**config.mk**
```make
export PLATFORM = sky130hd
export DESIGN_NAME = mersenne61_modular_alu
export DESIGN_NICKNAME = d
export VERILOG_FILES = /design/src/hw/rtl/m61_pkg.sv /design/src/hw/rtl/m61_mul.sv /design/src/hw/rtl/mersenne61_modular_alu.sv
export SDC_FILE = /design/constraint.sdc
export NUM_CORES = 2
export LEC_CHECK = 0
export ABC_AREA = 1
export BUFFER_PORTS_ARGS = -buffer_cell sky130_fd_sc_hd__buf_4
export CORE_MARGIN = 1.5
export CORE_UTILIZATION = 25
export CTS_CLUSTER_SIZE = 12
export DETAILED_ROUTE_END_ITERATION = 16
export GPL_ROUTABILITY_DRIVEN = 0
export HOLD_SLACK_MARGIN = 0.1
export PLACE_DENSITY = 0.42
export SLEW_MARGIN = 5
export SYNTH_ARGS = -nofsm -noshare
export SYNTH_HDL_FRONTEND = slang
export SYNTH_SLANG_ARGS = --single-unit
```
**constraint.sdc**
```tcl
create_clock -name i_clk -period 18.99 [get_ports i_clk]
set_input_delay 1.899 -clock i_clk [delete_from_list [all_inputs] [get_ports i_clk]]
set_output_delay 1.899 -clock i_clk [all_outputs]
set_load 0.1 [all_outputs]
```
**src/hw/rtl/m61_pkg.sv**
```systemverilog
// Shared constants, operation codes and beat types for the mod 2^61-1 arithmetic unit.
package m61_pkg;

    localparam int unsigned MOD_W  = 61;
    localparam int unsigned EXP_W  = 63;
    localparam int unsigned KIND_W = 3;

    // Default multiplier digit width (bits of the multiplier consumed per cycle).
    localparam int unsigned DIGIT_W_DEF = 8;

    localparam logic [MOD_W-1:0] MODULUS = {MOD_W{1'b1}};
    // Exponent for inversion by Fermat: modulus minus two.
    localparam logic [EXP_W-1:0] INV_EXP = EXP_W'(MODULUS) - EXP_W'(2);

    localparam logic [KIND_W-1:0] KIND_ADD = 3'd0;
    localparam logic [KIND_W-1:0] KIND_SUB = 3'd1;
    localparam logic [KIND_W-1:0] KIND_MUL = 3'd2;
    localparam logic [KIND_W-1:0] KIND_NEG = 3'd3;
    localparam logic [KIND_W-1:0] KIND_POW = 3'd4;
    localparam logic [KIND_W-1:0] KIND_INV = 3'd5;
    localparam logic [KIND_W-1:0] KIND_DIV = 3'd6;

    typedef struct packed {
        logic [KIND_W-1:0] kind;
        logic [MOD_W-1:0]  operand_a;
        logic [MOD_W-1:0]  operand_b;
        logic [EXP_W-1:0]  exponent;
    } t_in_item;

    typedef struct packed {
        logic [MOD_W-1:0] result;
        logic             is_equal;
        logic             is_less;
    } t_out_item;

endpackage

```
**src/hw/rtl/m61_mul.sv**
```systemverilog
// Digit-serial modular multiplier mod 2^61-1, multiplier digits taken MSB first.
module m61_mul #(
    parameter int unsigned DIGIT_W = m61_pkg::DIGIT_W_DEF
) (
    input  logic                       i_clk,
    input  logic                       i_rst_n,
    input  logic                       i_start,
    input  logic [m61_pkg::MOD_W-1:0]  i_a,
    input  logic [m61_pkg::MOD_W-1:0]  i_b,
    output logic                       o_done,
    output logic [m61_pkg::MOD_W-1:0]  o_p
);

    localparam int unsigned MW_ = m61_pkg::MOD_W;
    localparam int unsigned DIGITS = (MW_ + DIGIT_W - 1) / DIGIT_W;
    localparam int unsigned SH_W = DIGITS * DIGIT_W;
    localparam int unsigned CNT_W = (DIGITS > 1) ? $clog2(DIGITS) : 1;
    localparam int unsigned S_W = MW_ + 1 + DIGIT_W;

    logic [MW_-1:0]     r_acc,   n_acc;
    logic [MW_-1:0]     r_mcand, n_mcand;
    logic [SH_W-1:0]    r_mplier, n_mplier;
    logic [CNT_W-1:0]   r_cnt,   n_cnt;
    logic               r_busy,  n_busy;
    logic               r_done,  n_done;

    logic [DIGIT_W-1:0] w_digit;
    logic [MW_-1:0]     w_rot;
    logic [S_W-1:0]     w_prod;
    logic [S_W-1:0]     w_sum;
    logic [MW_:0]       w_f1;
    logic [MW_-1:0]     w_f2;

    // acc * 2^D mod M is a rotation; the sum is folded twice back to 61 bits.
    // Values stay lazy: the all-ones word stands for zero.
    assign w_digit = r_mplier[SH_W-1 -: DIGIT_W];
    assign w_rot   = {r_acc[MW_-DIGIT_W-1:0], r_acc[MW_-1 -: DIGIT_W]};
    assign w_prod  = S_W'(r_mcand) * S_W'(w_digit);
    assign w_sum   = S_W'(w_rot) + w_prod;
    assign w_f1    = (MW_+1)'(w_sum[MW_-1:0]) + (MW_+1)'(w_sum[S_W-1:MW_]);
    assign w_f2    = w_f1[MW_-1:0] + MW_'(w_f1[MW_]);

    always_comb begin
        n_acc    = r_acc;
        n_mcand  = r_mcand;
        n_mplier = r_mplier;
        n_cnt    = r_cnt;
        n_busy   = r_busy;
        n_done   = 1'b0;
        if (r_busy) begin
            n_acc    = w_f2;
            n_mplier = {r_mplier[SH_W-DIGIT_W-1:0], DIGIT_W'(0)};
            n_cnt    = r_cnt + CNT_W'(1);
            if (r_cnt == CNT_W'(DIGITS - 1)) begin
                n_busy = 1'b0;
                n_done = 1'b1;
            end
        end else if (i_start) begin
            n_acc    = '0;
            n_mcand  = i_a;
            n_mplier = SH_W'(i_b);
            n_cnt    = '0;
            n_busy   = 1'b1;
        end
    end

    always_ff @(posedge i_clk) begin
        if (!i_rst_n) begin
            r_busy <= 1'b0;
            r_done <= 1'b0;
            r_cnt  <= '0;
        end else begin
            r_busy <= n_busy;
            r_done <= n_done;
            r_cnt  <= n_cnt;
        end
    end

    always_ff @(posedge i_clk) begin
        r_acc    <= n_acc;
        r_mcand  <= n_mcand;
        r_mplier <= n_mplier;
    end

    assign o_done = r_done;
    assign o_p    = r_acc;

endmodule

```
**src/hw/rtl/mersenne61_modular_alu.sv**
```systemverilog
// Top level: arithmetic unit over integers mod 2^61-1 (add, sub, mul, neg, pow, inv, div).
//
// One command beat is taken when i_start is high and o_busy is low; exactly one
// result beat follows, shown for a single cycle with o_strobe high, and the
// receiver must take it then (there is no backpressure). o_busy is low again in
// the strobe cycle, so the next command may start there. Operands equal to the
// modulus are read as zero; is_equal/is_less compare the reduced operands.
// add, sub and neg are computed in the dispatch state, and the unused code gives 0;
// mul runs D = ceil(61/DIGIT_W) digit steps of the shared digit-serial multiplier
// (8 with the default 8-bit digit).
// pow runs square-and-multiply over the exponent: each exponent bit costs one
// squaring, plus, when the bit is set, a multiply that chains straight into the
// squaring; it stops once the remaining exponent is zero. inv is pow by M-2
// (61 squarings and 60 multiplies); div is inv of operand_b followed by one
// multiply.
// The inverse of zero, and division by zero, give 0. pow with exponent 0 gives 1.
module mersenne61_modular_alu #(
    parameter int unsigned DIGIT_W = m61_pkg::DIGIT_W_DEF
) (
    input  logic               i_clk,
    input  logic               i_rst_n,
    input  logic               i_start,
    input  m61_pkg::t_in_item  i_item,
    output logic               o_busy,
    output logic               o_strobe,
    output m61_pkg::t_out_item o_result
);

    localparam int unsigned MW_ = m61_pkg::MOD_W;

    localparam logic [2:0] S_IDLE = 3'd0;
    localparam logic [2:0] S_DISP = 3'd1;   // operands registered, dispatch
    localparam logic [2:0] S_STEP = 3'd2;   // next exponent bit
    localparam logic [2:0] S_WAIT = 3'd3;   // multiplier running
    localparam logic [2:0] S_FIN  = 3'd4;   // canonicalize and strobe

    localparam logic [1:0] PH_ACC = 2'd0;   // acc = acc * sq
    localparam logic [1:0] PH_SQ  = 2'd1;   // sq = sq * sq
    localparam logic [1:0] PH_END = 2'd2;   // product is the result

    logic [2:0]                    r_state, n_state;
    logic [1:0]                    r_phase, n_phase;
    logic [m61_pkg::KIND_W-1:0]    r_kind,  n_kind;
    logic [MW_-1:0]                r_a,     n_a;
    logic [MW_-1:0]                r_b,     n_b;
    logic [m61_pkg::EXP_W-1:0]     r_exp,   n_exp;
    logic [MW_-1:0]                r_acc,   n_acc;
    logic [MW_-1:0]                r_sq,    n_sq;
    logic [MW_-1:0]                r_res,   n_res;
    logic                          r_eq,    n_eq;
    logic                          r_lt,    n_lt;
    logic                          r_strobe, n_strobe;
    m61_pkg::t_out_item            r_out,   n_out;

    logic           w_mul_start;
    logic [MW_-1:0] w_mul_a;
    logic [MW_-1:0] w_mul_b;
    logic           w_mul_done;
    logic [MW_-1:0] w_mul_p;

    logic [MW_:0]   w_sum;
    logic [MW_:0]   w_dif;

    // One conditional subtraction of M on a value below 2M.
    function automatic logic [MW_-1:0] fold_once(input logic [MW_:0] x);
        logic [MW_:0] m;
        m = {1'b0, m61_pkg::MODULUS};
        if (x >= m) begin
            return MW_'(x - m);
        end
        return x[MW_-1:0];
    endfunction

    assign w_sum = {1'b0, r_a} + {1'b0, r_b};
    assign w_dif = {1'b0, r_a} + {1'b0, m61_pkg::MODULUS} - {1'b0, r_b};

    m61_mul #(
        .DIGIT_W (DIGIT_W)
    ) u_mul (
        .i_clk   (i_clk),
        .i_rst_n (i_rst_n),
        .i_start (w_mul_start),
        .i_a     (w_mul_a),
        .i_b     (w_mul_b),
        .o_done  (w_mul_done),
        .o_p     (w_mul_p)
    );

    always_comb begin
        n_state  = r_state;
        n_phase  = r_phase;
        n_kind   = r_kind;
        n_a      = r_a;
        n_b      = r_b;
        n_exp    = r_exp;
        n_acc    = r_acc;
        n_sq     = r_sq;
        n_res    = r_res;
        n_eq     = r_eq;
        n_lt     = r_lt;
        n_strobe = 1'b0;
        n_out    = r_out;
        w_mul_start = 1'b0;
        w_mul_a     = r_sq;
        w_mul_b     = r_sq;

        case (r_state)
            S_IDLE: begin
                if (i_start) begin
                    n_kind  = i_item.kind;
                    n_a     = (i_item.operand_a == m61_pkg::MODULUS) ? '0 : i_item.operand_a;
                    n_b     = (i_item.operand_b == m61_pkg::MODULUS) ? '0 : i_item.operand_b;
                    n_exp   = i_item.exponent;
                    n_state = S_DISP;
                end
            end
            S_DISP: begin
                n_eq  = (r_a == r_b);
                n_lt  = (r_a < r_b);
                n_acc = MW_'(1);
                n_state = S_FIN;
                case (r_kind)
                    m61_pkg::KIND_ADD: n_res = fold_once(w_sum);
                    m61_pkg::KIND_SUB: n_res = fold_once(w_dif);
                    m61_pkg::KIND_NEG: n_res = m61_pkg::MODULUS - r_a;  // zero lands on M
                    m61_pkg::KIND_MUL: begin
                        w_mul_start = 1'b1;
                        w_mul_a     = r_a;
                        w_mul_b     = r_b;
                        n_phase     = PH_END;
                        n_state     = S_WAIT;
                    end
                    m61_pkg::KIND_POW: begin
                        n_sq    = r_a;
                        n_state = S_STEP;
                    end
                    m61_pkg::KIND_INV: begin
                        n_sq    = r_a;
                        n_exp   = m61_pkg::INV_EXP;
                        n_state = S_STEP;
                    end
                    m61_pkg::KIND_DIV: begin
                        n_sq    = r_b;
                        n_exp   = m61_pkg::INV_EXP;
                        n_state = S_STEP;
                    end
                    default: n_res = '0;
                endcase
            end
            S_STEP: begin
                if (r_exp == '0) begin
                    if (r_kind == m61_pkg::KIND_DIV) begin
                        w_mul_start = 1'b1;
                        w_mul_a     = r_a;
                        w_mul_b     = r_acc;
                        n_phase     = PH_END;
                        n_state     = S_WAIT;
                    end else begin
                        n_res   = r_acc;
                        n_state = S_FIN;
                    end
                end else begin
                    w_mul_start = 1'b1;
                    n_state     = S_WAIT;
                    if (r_exp[0]) begin
                        w_mul_a = r_acc;
                        n_phase = PH_ACC;
                    end else begin
                        n_phase = PH_SQ;
                    end
                end
            end
            S_WAIT: begin
                if (w_mul_done) begin
                    case (r_phase)
                        PH_ACC: begin
                            // chain straight into the squaring
                            n_acc       = w_mul_p;
                            w_mul_start = 1'b1;
                            n_phase     = PH_SQ;
                        end
                        PH_SQ: begin
                            n_sq    = w_mul_p;
                            n_exp   = r_exp >> 1;
                            n_state = S_STEP;
                        end
                        default: begin
                            n_res   = w_mul_p;
                            n_state = S_FIN;
                        end
                    endcase
                end
            end
            S_FIN: begin
                n_out.result   = (r_res == m61_pkg::MODULUS) ? '0 : r_res;
                n_out.is_equal = r_eq;
                n_out.is_less  = r_lt;
                n_strobe       = 1'b1;
                n_state        = S_IDLE;
            end
            default: n_state = S_IDLE;
        endcase
    end

    always_ff @(posedge i_clk) begin
        if (!i_rst_n) begin
            r_state  <= S_IDLE;
            r_phase  <= PH_END;
            r_strobe <= 1'b0;
        end else begin
            r_state  <= n_state;
            r_phase  <= n_phase;
            r_strobe <= n_strobe;
        end
    end

    always_ff @(posedge i_clk) begin
        r_kind <= n_kind;
        r_a    <= n_a;
        r_b    <= n_b;
        r_exp  <= n_exp;
        r_acc  <= n_acc;
        r_sq   <= n_sq;
        r_res  <= n_res;
        r_eq   <= n_eq;
        r_lt   <= n_lt;
        r_out  <= n_out;
    end

    assign o_busy   = (r_state != S_IDLE);
    assign o_strobe = r_strobe;
    assign o_result = r_out;

endmodule

```
==> results.ini <==
[status]
status=finished, violations left
violations=capacitance limit

[cts]
cts.sinks=633
ctsHtreeMaxLevel=3
worst_skew_pair.late_latency_ns=0.76
cts.path.max_buffers=3
cts_tree=yes
cts_setup_buffers=0
cts_buffers=81
hold_buffers=0
path_clk_slew_ns=0.06
ctsRootBufferMaster=clkbuf_16
cts_resized=0

[sta]
fin_tns_setup_ns=0
fin_crit_ns=12.72
hold_ws_ns=0.420
finalMaxSlewViolations=0
rsz0062_at_grt=false
worst_slack_ns=6.27
worst_pin_slew_ns=1.46
hold_violations=0
fmax_mhz=78.6
slew_headroom_pct=1.62
finalClockSkew_ns=0.0748
finalSetupViolations=0
fin_crit_sh_pct=67.0

[setup_path]
reg2reg_from=u_mul.r_mplier[63]$_DFFE_PP_
crit_family=simple AND/OR/NAND/NOR gates
path_common_cell=nand2_1
r2r_slack_ns=6.27
cp-start-kind=register
arrival_ns=13.20
required_ns=19.48
cp_slowest_cell=edfxtp_1
critical_path_class=reg -> reg
cp_num_buf_inv=7
critical_path_peak_fanout=48
cpPeakStageDelay_ns=0.70
worstSetupStartpoint=u_mul.r_mplier[63]$_DFFE_PP_
cp-end-kind=register

[die]
rows=195
io_pins=256
die_area_sq_mm=0.288
core-area_sq_mm=0.283
start_util_pct=25.2
fp.dieW_um=537
fp.dieH_um=537

[route]
dr.pass1.iters=7
wl_per_cell_um=25.5
wirelength_um=370000
vias_per_cell=5.10
drc=0
num_vias=74000
drtAntennaViolNets=0
drt_iter0_drc=10000

[layout]
fin_area_sq_mm=0.0795
area_growth_syn_to_layout_pct=11.5
n_fill_cell=31400
fin_nets=11500
drive_gt1_share_pct=6.57

[global_routing]
grt-ovfl-total=0
grt_pass1_vias=69800
grt_pass1_wl_um=517000
grt_max_degree=85
track_usage_pct=25.1
antenna_found_initial=30

[placed_design]
port_buffers=255
place_ws_ns=6.48
dp_hpwl_um=304000
place_area_sq_mm=0.0769

[synthesis]
synth_seq_cells=633
synthCells=10700
async_flop_share_pct=0
syn-cell-area_sq_mm=0.0713
synth.yosys.seq_area_share_pct=26.4
synth_edf_count=614
ys.flop_type=edfxtp_1
synth_top_area_share_pct=25.9
yosysTopAreaCell=edfxtp_1
synth.most_common_cell=nand2_1
synth.distinct_cells=64
synth_nets=11500
synthTopCellsByCount=nand2_1, inv_1, nor2_1
yosysWarnings=0
syn_area_per_cell_sq_um=6.68
synthTopCellsByArea=edfxtp_1, nand2_1, fa_1, inv_1, nor2_1

[hold_path]
min_from=r_lt$_DFFE_PP_
hold_path_class=reg -> reg

[flow_run]
cap_viol_max_count=1

[placed cells by master, fill, tap and decap left out, drive strengths merged, types with 7 or more instances in the layout]
cell        n
o21ai     421
xor2      118
clkinv     38
o211ai    143
nor3       92
a21boi      7
a21oi     541
dfxtp      19
o21bai     28
ha        231
diode      10
nor4       48
nand4     167
o2111ai     9
nor2     1261
xnor2      14
fa        418
a41oi      51
and2        7
clkbuf     97
nand3b     15
nand2    3090
inv      2179
a22o       18
o22a       45
o22ai      11
edfxtp    614
nand3     677
buf       330
[final timing paths]
kind                            endpoint  cells past startpoint
max          u_mul.o_p[56]$_SDFFCE_PN0P_                     60
min                o_result[0]$_DFFE_PP_                      0
max reg2reg  u_mul.o_p[56]$_SDFFCE_PN0P_                     60
min reg2reg        o_result[0]$_DFFE_PP_                      0
[worst register-to-register path, delay by kind of cell (launching register included)]
kind / cells / cell delay, ns
AO/OA/AOI/OAI: 2 / 0.45
XOR/XNOR: 1 / 0.21
adder cells (fa/ha/maj): 8 / 3.37
flip-flops: 1 / 0.70
buffers and inverters: 7 / 0.98
AND/OR/NAND/NOR: 42 / 6.80
[flip-flops by register name, indices dropped and copies added, names as in the netlist]
signal	cells
u_mul.r_mcand	61
r_eq	1
r_a	61
u_mul.r_mplier	64
u_mul.o_done	1
r_res	61
u_mul.o_p	61
r_state	3
u_mul.r_cnt	3
o_result	63
u_mul.r_busy	1
r_kind	3
r_phase	2
r_b	61
r_acc	61
r_sq	61
r_exp	63
o_strobe	1
r_lt	1
[kinds of logic (layout without fill, tap and decap cells)]
family                   count (synthesis)  count (layout)  synth area share, %
other                                    0              10                    0
AO/OA/AOI/OAI                         1308            1308                 10.7
AND/OR/NAND/NOR                       5373            5373                 31.6
flip-flops                             633             633                 26.4
adder cells (fa/ha/maj)                649             649                 15.8
buffers and inverters                 2572            2654                 13.9
XOR/XNOR                               132             132                 1.65
[layout make-up]
cell class / instances / area, sq um / share of cell area (%)
multi-input combinational: 7462 / 42700 / 53.7
sequential: 633 / 18800 / 23.7
inverter: 2177 / 8190 / 10.3
tap: 3743 / 4680 / 5.89
timing repair buffer: 330 / 2480 / 3.12
clock buffer: 97 / 2120 / 2.66
clock inverter: 50 / 473 / 0.595
antenna: 10 / 25.0 / 0.0315
[stage by stage]
stage          util (%)  instances
2_1_floorplan         -      10700
3_3_place_gp       27.2      14300
3_5_place_dp       27.2      14300
4_1_cts            28.1      14500
5_1_grt            28.1      14500
6_report           28.1      14500
[layer usage]
| metal | part of all wire (%) | global-route usage (%) | wire (um) |
|---|---|---|---|
| met1 | 42 | 34.2 | 157000 |
| met2 | 41 | 36.7 | 152000 |
| met5 | 0.037 | 0 | 135 |
| met4 | 4.9 | 10.7 | 18200 |
| met3 | 11 | 7.05 | 41900 |
Power is left out: the tool's default activity adds up to more than one toggle a clock period on the data nets, which glitch-free logic cannot reach.
